**src/hw/rtl/delayed_min_hold_meter_core_macros.svh**
```systemverilog
// Assertion macros for the delayed minimum-hold meter.
// Included by the RTL files that carry concurrent checks; expects clk and rst in scope.
`ifndef DELAYED_MIN_HOLD_METER_CORE_MACROS_SVH
`define DELAYED_MIN_HOLD_METER_CORE_MACROS_SVH

// Same-cycle implication.
`define DMHM_ASSERT_NOW(lbl, ante, cons, msg) \
  lbl: assert property (@(posedge clk) disable iff (rst) (ante) |-> (cons)) else $error(msg);

// Next-cycle implication.
`define DMHM_ASSERT_NEXT(lbl, ante, cons, msg) \
  lbl: assert property (@(posedge clk) disable iff (rst) (ante) |=> (cons)) else $error(msg);

`endif

```
**src/hw/rtl/dmhm_pkg.sv**
```systemverilog
// Shared types, constants and arithmetic helpers for the delayed minimum-hold meter.
// No dependencies.
`timescale 1ns / 1ps

package dmhm_pkg;

  localparam int LEVEL_W = 16;
  localparam int STEP_W  = 12;

  localparam int DEF_DELAY_LEN    = 16;
  localparam int DEF_WINDOW_TICKS = 150;

  localparam logic signed [LEVEL_W-1:0] LEVEL_MAX   = 16'sh7FFF;
  localparam logic signed [LEVEL_W-1:0] CEIL_RESET  = 16'sh0000;
  localparam logic [STEP_W-1:0]         STEP_RESET  = 12'd85;

  // Register indexes of the configuration port
  localparam logic REG_CEILING = 1'b0;
  localparam logic REG_DECAY   = 1'b1;

  // Commands from the sequencer to the window store
  typedef struct packed {
    logic wr_en;
    logic scan_start;
  } win_cmd_t;

  // Status back from the window store
  typedef struct packed {
    logic busy;
    logic done;
  } win_sts_t;

  // Rise by the decay step, saturate at the field top, then cap at the ceiling.
  function automatic logic signed [LEVEL_W-1:0] rise_capped(
    input logic signed [LEVEL_W-1:0] v,
    input logic [STEP_W-1:0]         step,
    input logic signed [LEVEL_W-1:0] ceil
  );
    logic signed [LEVEL_W:0]   s;
    logic signed [LEVEL_W-1:0] sat;
    s   = {v[LEVEL_W-1], v} + $signed({{(LEVEL_W+1-STEP_W){1'b0}}, step});
    sat = (s > $signed({1'b0, LEVEL_MAX})) ? LEVEL_MAX : s[LEVEL_W-1:0];
    rise_capped = (sat < ceil) ? sat : ceil;
  endfunction

endpackage

```
**src/hw/rtl/dmhm_window.sv**
```systemverilog
// Window store of the meter: one synchronous memory and a sequential minimum scan.
// Depends on dmhm_pkg.
`timescale 1ns / 1ps

module dmhm_window
  import dmhm_pkg::*;
#(
  parameter int WIN_LEN = DEF_WINDOW_TICKS + 1,
  parameter int WPW     = $clog2(WIN_LEN),
  parameter int FW      = $clog2(WIN_LEN + 1)
) (
  input  logic                      clk,
  input  logic                      rst,
  input  win_cmd_t                  cmd,
  input  logic [WPW-1:0]            wr_addr,
  input  logic signed [LEVEL_W-1:0] wr_data,
  input  logic [FW-1:0]             fill,
  output win_sts_t                  sts,
  output logic signed [LEVEL_W-1:0] scan_min
);

  logic signed [LEVEL_W-1:0] mem [0:WIN_LEN-1];
  logic signed [LEVEL_W-1:0] rd_q;
  logic [FW-1:0]             idx;
  logic                      busy;
  logic                      pend;
  logic                      done;

  // write port and registered read port
  always_ff @(posedge clk) begin
    if (cmd.wr_en) begin
      mem[wr_addr] <= wr_data;
    end
    if (busy && (idx != fill)) begin
      rd_q <= mem[idx[WPW-1:0]];
    end
  end

  // scan: issue reads 0..fill-1, fold each one from the registered read data
  always_ff @(posedge clk) begin
    if (rst) begin
      busy <= 1'b0;
      pend <= 1'b0;
      done <= 1'b0;
      idx  <= '0;
    end else begin
      // last read folded, no read left to issue
      done <= !cmd.scan_start && busy && (idx == fill) && !pend;
      if (cmd.scan_start) begin
        busy     <= 1'b1;
        pend     <= 1'b0;
        idx      <= '0;
        scan_min <= LEVEL_MAX;
      end else if (busy) begin
        if (pend && (rd_q < scan_min)) begin
          scan_min <= rd_q;
        end
        if (idx != fill) begin
          idx  <= idx + 1'b1;
          pend <= 1'b1;
        end else begin
          pend <= 1'b0;
          if (!pend) begin
            busy <= 1'b0;
          end
        end
      end
    end
  end

  assign sts.busy = busy;
  assign sts.done = done;

endmodule

```
**src/hw/rtl/delayed_min_hold_meter_core.sv**
```systemverilog
// Delayed minimum-hold meter: one tick per input transfer, one result transfer per tick.
// A tick runs IDLE, DLY, then SCAN (only with a window update; the scan reads one window
//   entry a cycle), then OUT; no new input transfer is taken until the tick is back in IDLE.
// Reset: ceiling 0, decay step 85, all trackers at the ceiling, input stalled; no clearing.
// Depends on dmhm_pkg, dmhm_window and delayed_min_hold_meter_core_macros.svh.
`timescale 1ns / 1ps
`include "delayed_min_hold_meter_core_macros.svh"

module delayed_min_hold_meter_core
  import dmhm_pkg::*;
#(
  parameter int DELAY_LEN    = DEF_DELAY_LEN,
  parameter int WINDOW_TICKS = DEF_WINDOW_TICKS
) (
  input  logic                      clk,
  input  logic                      rst,
  // configuration write port
  input  logic                      cfg_we,
  input  logic                      cfg_index,
  input  logic [LEVEL_W-1:0]        cfg_data,
  // input channel
  input  logic                      in_valid,
  output logic                      in_stall,
  input  logic signed [LEVEL_W-1:0] level,
  input  logic                      update_window,
  // result channel
  output logic                      out_valid,
  input  logic                      out_stall,
  output logic signed [LEVEL_W-1:0] current_min,
  output logic signed [LEVEL_W-1:0] window_min,
  output logic signed [LEVEL_W-1:0] overall_min,
  output logic                      invisible
);

  localparam int WIN_LEN = WINDOW_TICKS + 1;
  localparam int DPW     = (DELAY_LEN > 1) ? $clog2(DELAY_LEN) : 1;
  localparam int WPW     = $clog2(WIN_LEN);
  localparam int FW      = $clog2(WIN_LEN + 1);

  // Sequencer: IDLE takes a transfer and reads the delay memory, DLY retires the
  // delayed value into the trackers and the window store, SCAN waits for the window
  // minimum, OUT hands the result to the output register.
  typedef enum logic [3:0] {
    S_IDLE = 4'b0001,
    S_DLY  = 4'b0010,
    S_SCAN = 4'b0100,
    S_OUT  = 4'b1000
  } state_t;

  state_t state;

  // configuration
  logic signed [LEVEL_W-1:0] ceiling;
  logic [STEP_W-1:0]         step;

  // delay line: memory plus a wrap flag. Before the first wrap since reset or a ceiling
  // write, the entry under the pointer has not been written and reads as the ceiling.
  logic signed [LEVEL_W-1:0] dmem [0:DELAY_LEN-1];
  logic signed [LEVEL_W-1:0] dq;
  logic [DPW-1:0]            delay_pos;
  logic                      dly_wrapped;

  // window bookkeeping
  logic [WPW-1:0] win_pos;
  logic [FW-1:0]  win_fill;

  // trackers
  logic signed [LEVEL_W-1:0] current_hold;
  logic signed [LEVEL_W-1:0] window_hold;
  logic signed [LEVEL_W-1:0] lowest_seen;

  // latched tick
  logic signed [LEVEL_W-1:0] lvl_r;
  logic                      upd_r;

  logic signed [LEVEL_W-1:0] delayed;
  logic signed [LEVEL_W-1:0] scan_min;
  logic                      in_xfer;
  logic                      out_load;
  win_cmd_t                  win_cmd;
  win_sts_t                  win_sts;

  // no transfer is taken while in reset
  assign in_stall = rst || (state != S_IDLE);
  assign in_xfer  = in_valid && !in_stall;
  assign delayed  = dly_wrapped ? dq : ceiling;
  // the output register is free when empty or being drained this cycle
  assign out_load = (state == S_OUT) && (!out_valid || !out_stall);

  assign win_cmd.wr_en      = (state == S_DLY);
  assign win_cmd.scan_start = (state == S_DLY) && upd_r;

  // delay memory: read on the transfer, write back the new level in DLY
  always_ff @(posedge clk) begin
    if (in_xfer) begin
      dq <= dmem[delay_pos];
    end
    if (state == S_DLY) begin
      dmem[delay_pos] <= lvl_r;
    end
  end

  always_ff @(posedge clk) begin
    if (in_xfer) begin
      lvl_r <= level;
      upd_r <= update_window;
    end
  end

  // sequencer, configuration and trackers
  always_ff @(posedge clk) begin
    if (rst) begin
      state        <= S_IDLE;
      ceiling      <= CEIL_RESET;
      step         <= STEP_RESET;
      delay_pos    <= '0;
      dly_wrapped  <= 1'b0;
      win_pos      <= '0;
      win_fill     <= '0;
      current_hold <= CEIL_RESET;
      window_hold  <= CEIL_RESET;
      lowest_seen  <= CEIL_RESET;
    end else begin
      // the user is to write only while idle; the block itself does not enforce it
      if (cfg_we) begin
        case (cfg_index)
          REG_CEILING: begin
            ceiling      <= $signed(cfg_data);
            delay_pos    <= '0;
            dly_wrapped  <= 1'b0;
            win_pos      <= '0;
            win_fill     <= '0;
            current_hold <= $signed(cfg_data);
            window_hold  <= $signed(cfg_data);
            lowest_seen  <= $signed(cfg_data);
          end
          REG_DECAY: begin
            step <= cfg_data[STEP_W-1:0];
          end
          default: begin
          end
        endcase
      end

      case (state)
        S_IDLE: begin
          if (in_xfer) begin
            state <= S_DLY;
          end
        end
        S_DLY: begin
          if (delay_pos == DPW'(DELAY_LEN - 1)) begin
            delay_pos   <= '0;
            dly_wrapped <= 1'b1;
          end else begin
            delay_pos <= delay_pos + 1'b1;
          end
          // snap down, or rise towards the ceiling
          if (delayed < current_hold) begin
            current_hold <= delayed;
            if (delayed < lowest_seen) begin
              lowest_seen <= delayed;
            end
          end else begin
            current_hold <= rise_capped(current_hold, step, ceiling);
          end
          if (win_pos == WPW'(WIN_LEN - 1)) begin
            win_pos <= '0;
          end else begin
            win_pos <= win_pos + 1'b1;
          end
          if (win_fill != FW'(WIN_LEN)) begin
            win_fill <= win_fill + 1'b1;
          end
          state <= upd_r ? S_SCAN : S_OUT;
        end
        S_SCAN: begin
          if (win_sts.done) begin
            if (scan_min <= window_hold) begin
              window_hold <= scan_min;
            end else begin
              window_hold <= rise_capped(window_hold, step, ceiling);
            end
            state <= S_OUT;
          end
        end
        S_OUT: begin
          if (out_load) begin
            state <= S_IDLE;
          end
        end
        default: begin
          state <= S_IDLE;
        end
      endcase
    end
  end

  // result register: takes the next result while a finished one drains
  always_ff @(posedge clk) begin
    if (rst) begin
      out_valid <= 1'b0;
    end else if (out_load) begin
      out_valid <= 1'b1;
    end else if (!out_stall) begin
      out_valid <= 1'b0;
    end
  end

  always_ff @(posedge clk) begin
    if (out_load) begin
      current_min <= current_hold;
      window_min  <= window_hold;
      overall_min <= lowest_seen;
      invisible   <= (current_hold >= ceiling);
    end
  end

  dmhm_window #(
    .WIN_LEN (WIN_LEN),
    .WPW     (WPW),
    .FW      (FW)
  ) u_window (
    .clk      (clk),
    .rst      (rst),
    .cmd      (win_cmd),
    .wr_addr  (win_pos),
    .wr_data  (delayed),
    .fill     (win_fill),
    .sts      (win_sts),
    .scan_min (scan_min)
  );

  // checks
  `DMHM_ASSERT_NEXT(a_xfer_to_dly, in_xfer, state == S_DLY, "transfer did not start a tick")
  `DMHM_ASSERT_NEXT(a_skip_scan, (state == S_DLY) && !upd_r, state == S_OUT, "scan without request")
  `DMHM_ASSERT_NOW(a_cur_capped, state == S_IDLE, current_hold <= ceiling, "current above ceiling")
  `DMHM_ASSERT_NOW(a_low_le_cur, state == S_IDLE, lowest_seen <= current_hold, "overall above current")
  `DMHM_ASSERT_NOW(a_win_capped, state == S_IDLE, window_hold <= ceiling, "window hold above ceiling")

endmodule
```
**config.mk**
```make
export PLATFORM = sky130hd
export DESIGN_NAME = delayed_min_hold_meter_core
export DESIGN_NICKNAME = d
export VERILOG_FILES = /design/src/hw/rtl/dmhm_pkg.sv /design/src/hw/rtl/dmhm_window.sv /design/src/hw/rtl/delayed_min_hold_meter_core.sv
export VERILOG_INCLUDE_DIRS = /design/src /design/src/hw/rtl
export SDC_FILE = /design/constraint.sdc
export NUM_CORES = 2
export LEC_CHECK = 0
export BUFFER_PORTS_ARGS = -buffer_cell sky130_fd_sc_hd__buf_2
export CAP_MARGIN = 20
export CORE_MARGIN = 2
export CORE_UTILIZATION = 55
export CTS_BUF_LIST = sky130_fd_sc_hd__clkbuf_4
export DETAILED_ROUTE_END_ITERATION = 10
export PLACE_DENSITY = 0.71
export SYNTH_ARGS = -nofsm -noshare
export SYNTH_HDL_FRONTEND = slang
export SYNTH_SLANG_ARGS = --single-unit
```
**constraint.sdc**
```tcl
create_clock -name clk -period 20.1 [get_ports clk]
set_clock_uncertainty 0.2 [all_clocks]
set_input_delay 4.02 -clock clk [delete_from_list [all_inputs] [get_ports clk]]
set_output_delay 4.02 -clock clk [all_outputs]
set_load 0.01 [all_outputs]
```
-- Yosys cells after proc, flatten, opt, wreduce, memory -nomap -nowiden
Memories as Yosys holds them, arrays and structs flattened. A register that Yosys moved wholly into a read port is not among the register bits.
Index checks and enable logic that the tools add are counted.
- register bits: 195
- memory bits (writable): 2672
- input bits: 39
- output and inout port bits: 51
- logic and storage cells: 132
- memories kept: 2
- add/subtract/negate cells: 6
- magnitude comparators: 9
- equal/unequal tests: 15
- muxes and demuxes: 51
- bitwise gates (word level): 2
- reduce and logical (&&, ||, !) cells: 25
- memory list (name ; depth ; bits a word ; rd ports ; clocked after memory_dff ; write ports ; line ; RTL):
    u_window.mem ; 151 ; 16 ; 1 ; 1 ; 1 ; dmhm_window.sv:22 ; logic signed [LEVEL_W-1:0] mem [0:WIN_LEN-1];
    dmem ; 16 ; 16 ; 1 ; 1 ; 1 ; delayed_min_hold_meter_core.sv:58 ; logic signed [LEVEL_W-1:0] dmem [0:DELAY_LEN-1];
- operators by type and width (cell ; count):
    $mux 16 ; 21
    $lt 16x16->1 ; 5
    $mux 8 ; 8
    $add 16x13->17 ; 2
    $gt 17x16->1 const B ; 2
    $mux 4 ; 8
    $add 8x1->8 const B ; 3
    $ge 16x16->1 ; 1
    $le 16x16->1 ; 1
    $pmux 4 s4 ; 1
    $mux 1 ; 13
    $eq 4x4->1 const B ; 2
    $eq 8x8->1 ; 1
    $eq 8x8->1 const B ; 1
    $logic_and 1x1->1 ; 8
    $ne 8x8->1 ; 1
    $ne 8x8->1 const B ; 1
    $reduce_and 2->1 ; 4
    $ne 2x1->1 const B ; 3
    $reduce_and 3->1 ; 2
    $reduce_bool 2->1 ; 3
    $logic_not 1->1 ; 5
    $add 4x1->4 const B ; 1
    $eq 4x1->1 const B ; 1
    other kinds (7) ; 10

-- Depth between registers and ports, before layout
- depth after elaboration: 8
- depth in mapped cells: 21
- mapped depth without buffers: 20

-- Cells and area by module
A second synthesis with hierarchy kept.
- cells, all modules: 6135
- area total of the unflattened synthesis: 116214.0 µm²
- modules (own cells, without submodules) (module ; times used ; cells an instance ; area each (µm²) ; seq. area each (µm²)):
    dmhm_window ; 1 ; 4529 ; 95425.3 ; 73730.7
    delayed_min_hold_meter_core ; 1 ; 1606 ; 20788.7 ; 12191.7

-- Least setup slack after synthesis
Ideal clock, no wire load.
- path kind: flip-flop to flip-flop
- start point: register dly_wrapped
- end point: register lowest_seen[11]
- library setup time: 0.090 ns
- arrival time: 9.715 ns
- data required time: 19.810 ns
- slack: 10.095 ns
- stages on the path, launching flop included: 14
- path buffers: 2
- clock period less this slack: 10.005 ns
- cells stage by stage: dfxtp_1 -> clkbuf_1 -> o21ai_0 -> ha_1 -> a21o_1 -> a21o_1 -> a211oi_1 -> o21bai_1 -> a2111oi_2 -> a2bb2oi_2 -> nand3_2 -> buf_2 -> mux2i_1 -> nor2_1
- cells in the longest elaborated chain, start to end: 5
- elaborated cells on any way between the ends: 6
- those cells by class: 2 x order compare; 4 x mux
- ends and longest elaborated chain (element ; line ; RTL):
    from (decl) ; delayed_min_hold_meter_core.sv:61 ; logic dly_wrapped;
    from (signal assigned) ; delayed_min_hold_meter_core.sv:117 ; dly_wrapped <= 1'b0;
    from (signal assigned) ; delayed_min_hold_meter_core.sv:130 ; dly_wrapped <= 1'b0;
    from (signal assigned) ; delayed_min_hold_meter_core.sv:154 ; dly_wrapped <= 1'b1;
    $mux 16 (*) ; delayed_min_hold_meter_core.sv:86 ; assign delayed = dly_wrapped ? dq : ceiling;
    named net delayed[9] ; delayed_min_hold_meter_core.sv:76 ; logic signed [LEVEL_W-1:0] delayed;
    $lt 16x16->1 ; delayed_min_hold_meter_core.sv:161 ; if (delayed < lowest_seen) begin
    $mux 16 ; delayed_min_hold_meter_core.sv:161 ;
    $mux 16 (*) ; delayed_min_hold_meter_core.sv:159 ; if (delayed < current_hold) begin
    $mux 16 (*) ; delayed_min_hold_meter_core.sv:145 ; case (state)
    to (signal assigned) ; delayed_min_hold_meter_core.sv:135 ; lowest_seen <= $signed(cfg_data);
    to (signal assigned) ; delayed_min_hold_meter_core.sv:162 ; lowest_seen <= delayed;
    to (decl) ; delayed_min_hold_meter_core.sv:70 ; logic signed [LEVEL_W-1:0] lowest_seen;
The timed path passes the listed nets; every way through them passes the cells marked *.
A chain may end at the register's enable or synchronous reset.

-- Final worst setup path
- start point: input rst
- end point: output in_stall
- cells in the longest elaborated chain, start to end: 1
- ends and longest elaborated chain (element ; line ; RTL):
    from (decl) ; delayed_min_hold_meter_core.sv:16 ; input logic rst,
    $logic_or 1x1->1 ; delayed_min_hold_meter_core.sv:84 ; assign in_stall = rst || (state != S_IDLE);
    to (decl) ; delayed_min_hold_meter_core.sv:23 ; output logic in_stall,
No other way between the ends.

==> flow_summary.ini <==
[outcome]
status = finished clean

[drt]
wl_per_cell_um = 28.5
ant_nets = 0
drc = 0
wirelength_um = 273000
vias = 59300
avgViaCountPerCell = 6.21
drt_first_pass_iters = 7
detail_route.iter0.violations = 7192

[layout]
nets = 6454
multi_input_area_um2 = 28000
nFillCells = 14500
seq_area_um2 = 85900
fin_area_um2 = 129000
largest_register_ffs = 2416
syn2layout_area_growth_pct = 12.0
reg_top3 = u_window.mem: 2416 flops, dmem: 256 flops
top_register = u_window.mem
drive_gt1_share_pct = 35.0

[yosys]
yosysMostFrequentCell = edfxtp_1
synth_edf_count = 2786
yosys_warnings = 0
synth_ff_type = edfxtp_1
synthTopCellsByCount = edfxtp_1, mux4_2, nor2_1, nand2_1, clkbuf_1
syn_area_per_cell_um2 = 21.0
synth_top_family_by_area = multiplexers
synthArstFlopShare_pct = 0
synth_area_um2 = 115000
synth_compound_area_share_pct = 2.37
synth_xor_area_share_pct = 0.243
syn_nets = 5666
synthMuxAreaShare_pct = 17.3
netlist_top_cells_area = edfxtp_1, mux4_2, dfxtp_1
synth.distinct_cells = 75
yosys.area_share.simple_pct = 2.51
yosys.area.top_type = edfxtp_1
synth_seq_area_share_pct = 74.6
ys_ff_latch = 2899
synth_cells = 5484
synth_adder_area_share_pct = 1.57
yosys.area.top_type_share_pct = 72.6

[clocking]
cts_setup_buffers = 0
clk_pin_slew_worst_paths_ns = 0.07
cts_buffers = 710
clk_path_buf_depth = 4
cts_hold_buf = 0
cts_tree = yes
clkLatencyLatePin_ns = 1.41
root_buffer = clkbuf_4
cts_sinks = 2899
ctsResizeCount = 0
htreeDepth = 6

[sta]
period_needed_ns = 9.11
setup_tns_ns = 0
rsz0062_at_grt = no
slew_headroom_pct = 19.8
hold_viol_final = 0
setup_viol = 0
period_share_pct = 45.3
drv_slew = 0
fmax_ghz = 0.110
worst_slew_pin_slew_ns = 1.20

[floorplanning]
fp.dieH_um = 462
initial_core_util_pct = 55.5
fp.coreArea_um2 = 208000
die_x_um = 462
rows = 167
ios = 90
die_area_um2 = 213000

[global_route]
grt_max_degree = 114
grt_use_total_pct = 25.9
grt_pass1_wl_um = 397000
antenna_found_initial = 16
grt-ovfl-total = 0
grt_pass1_vias = 59800

[job]
drv_cap = 0

[setup_path]
cp.arrival_ns = 4.89
criticalPathCategory = primary input to output pin
crit_chain = buf_4 -> or2_2 -> buf_2
critPathMaxStageDelay_ns = 0.45
critPathLaunchType = primary input
cp-end-kind = output pin
critPathRequiredTime_ns = 15.88
worstPathMaxFanout = 46
slowest_stage = buf_4

[placed_design]
postPlaceCellArea_um2 = 120000
place.gp.congestion = 0.923
io_buffer_count = 89
dp_hpwl_um = 156000

[pwr]
leakagePower_uw = 0.0410
power.total_uw = 11600
peakVddDrop_mv = 0.0507
p_per_area_nw_per_um2 = 89.9

[hold_path]
hold_path_class = flop to flop
-- metal layers --
metal  global-route usage, %  vias to the layer above  wire length, um
li1                        -                    24800                -
met3                    5.68                      450            26500
met1                    36.5                    30900           106000
met4                    8.46                       10             7000
met2                    40.7                     3129           133000
met5                       0                        -               84
-- worst max-delay path: cells and delay by family --
family / cells / cell delay [ns]
buffers and inverters: 2 / 0.60
AND/OR/NAND/NOR: 1 / 0.27
-- cells by family (layout without fill, tap and decap cells) --
| kind of cell | after synthesis | after routing |
|---|---|---|
| DFF | 2899 | 2899 |
| muxes | 934 | 934 |
| and+or+nand+nor | 659 | 659 |
| AOI/OAI and AO/OA | 432 | 432 |
| buffers and inverters | 385 | 1658 |
| adders and majority gates | 143 | 143 |
| xor gates and xnor gates | 32 | 32 |
| other | 0 | 8 |
-- layout make-up --
type | instances | share of cell area [%]
clock inverter | 159 | 0.603
clock buffer | 1038 | 6.04
sequential | 2899 | 66.6
antenna | 8 | 0.0155
inverter | 111 | 0.323
timing repair buffer | 350 | 1.99
tap | 2788 | 2.70
multi-input combinational | 2200 | 21.7
-- metrics by stage --
stage / util [%] / setup WS [ns] / cells / hold slack [ns]
CTS: 62.1 / 10.99 / 9543 / 0.241
global route: 62.1 / 10.95 / 9551 / 0.248
detailed placement: 58.0 / 11.00 / 8346 / 0.224
floorplan: - / 10.10 / 5484 / 0.208
global placement: 57.9 / 10.99 / 8337 / 0.219
finish: 62.1 / 10.99 / 9553 / 0.240
-- cells in the final DEF (no fill, tap or decap), types with 111 or more instances in the layout --
cell type	instances
nand2_1	213
buf_4	247
mux4_2	848
clkbuf_4	1038
edfxtp_1	2786
ha_1	141
a21oi_1	131
inv_1	111
clkinv_1	122
nor2_1	230
-- worst paths after layout --
kind	from	to	cells past startpoint	slack, ns
setup / recovery	rst	in_stall	3	10.99
hold / removal	lowest_seen[5]	overall_min[5]	0	0.24
setup reg to reg	u_window.idx[0]	u_window.rd_q[14]	9	13.40
hold reg to reg	lowest_seen[5]	overall_min[5]	0	0.24
-- report_power, final --
part,switching (uW),internal [uW],total [uW]
combinational,203,93.8,297
clock,2230,2430,4660
sequential,26.4,6610,6640
Note: power is estimated with default switching activity, not from simulation.
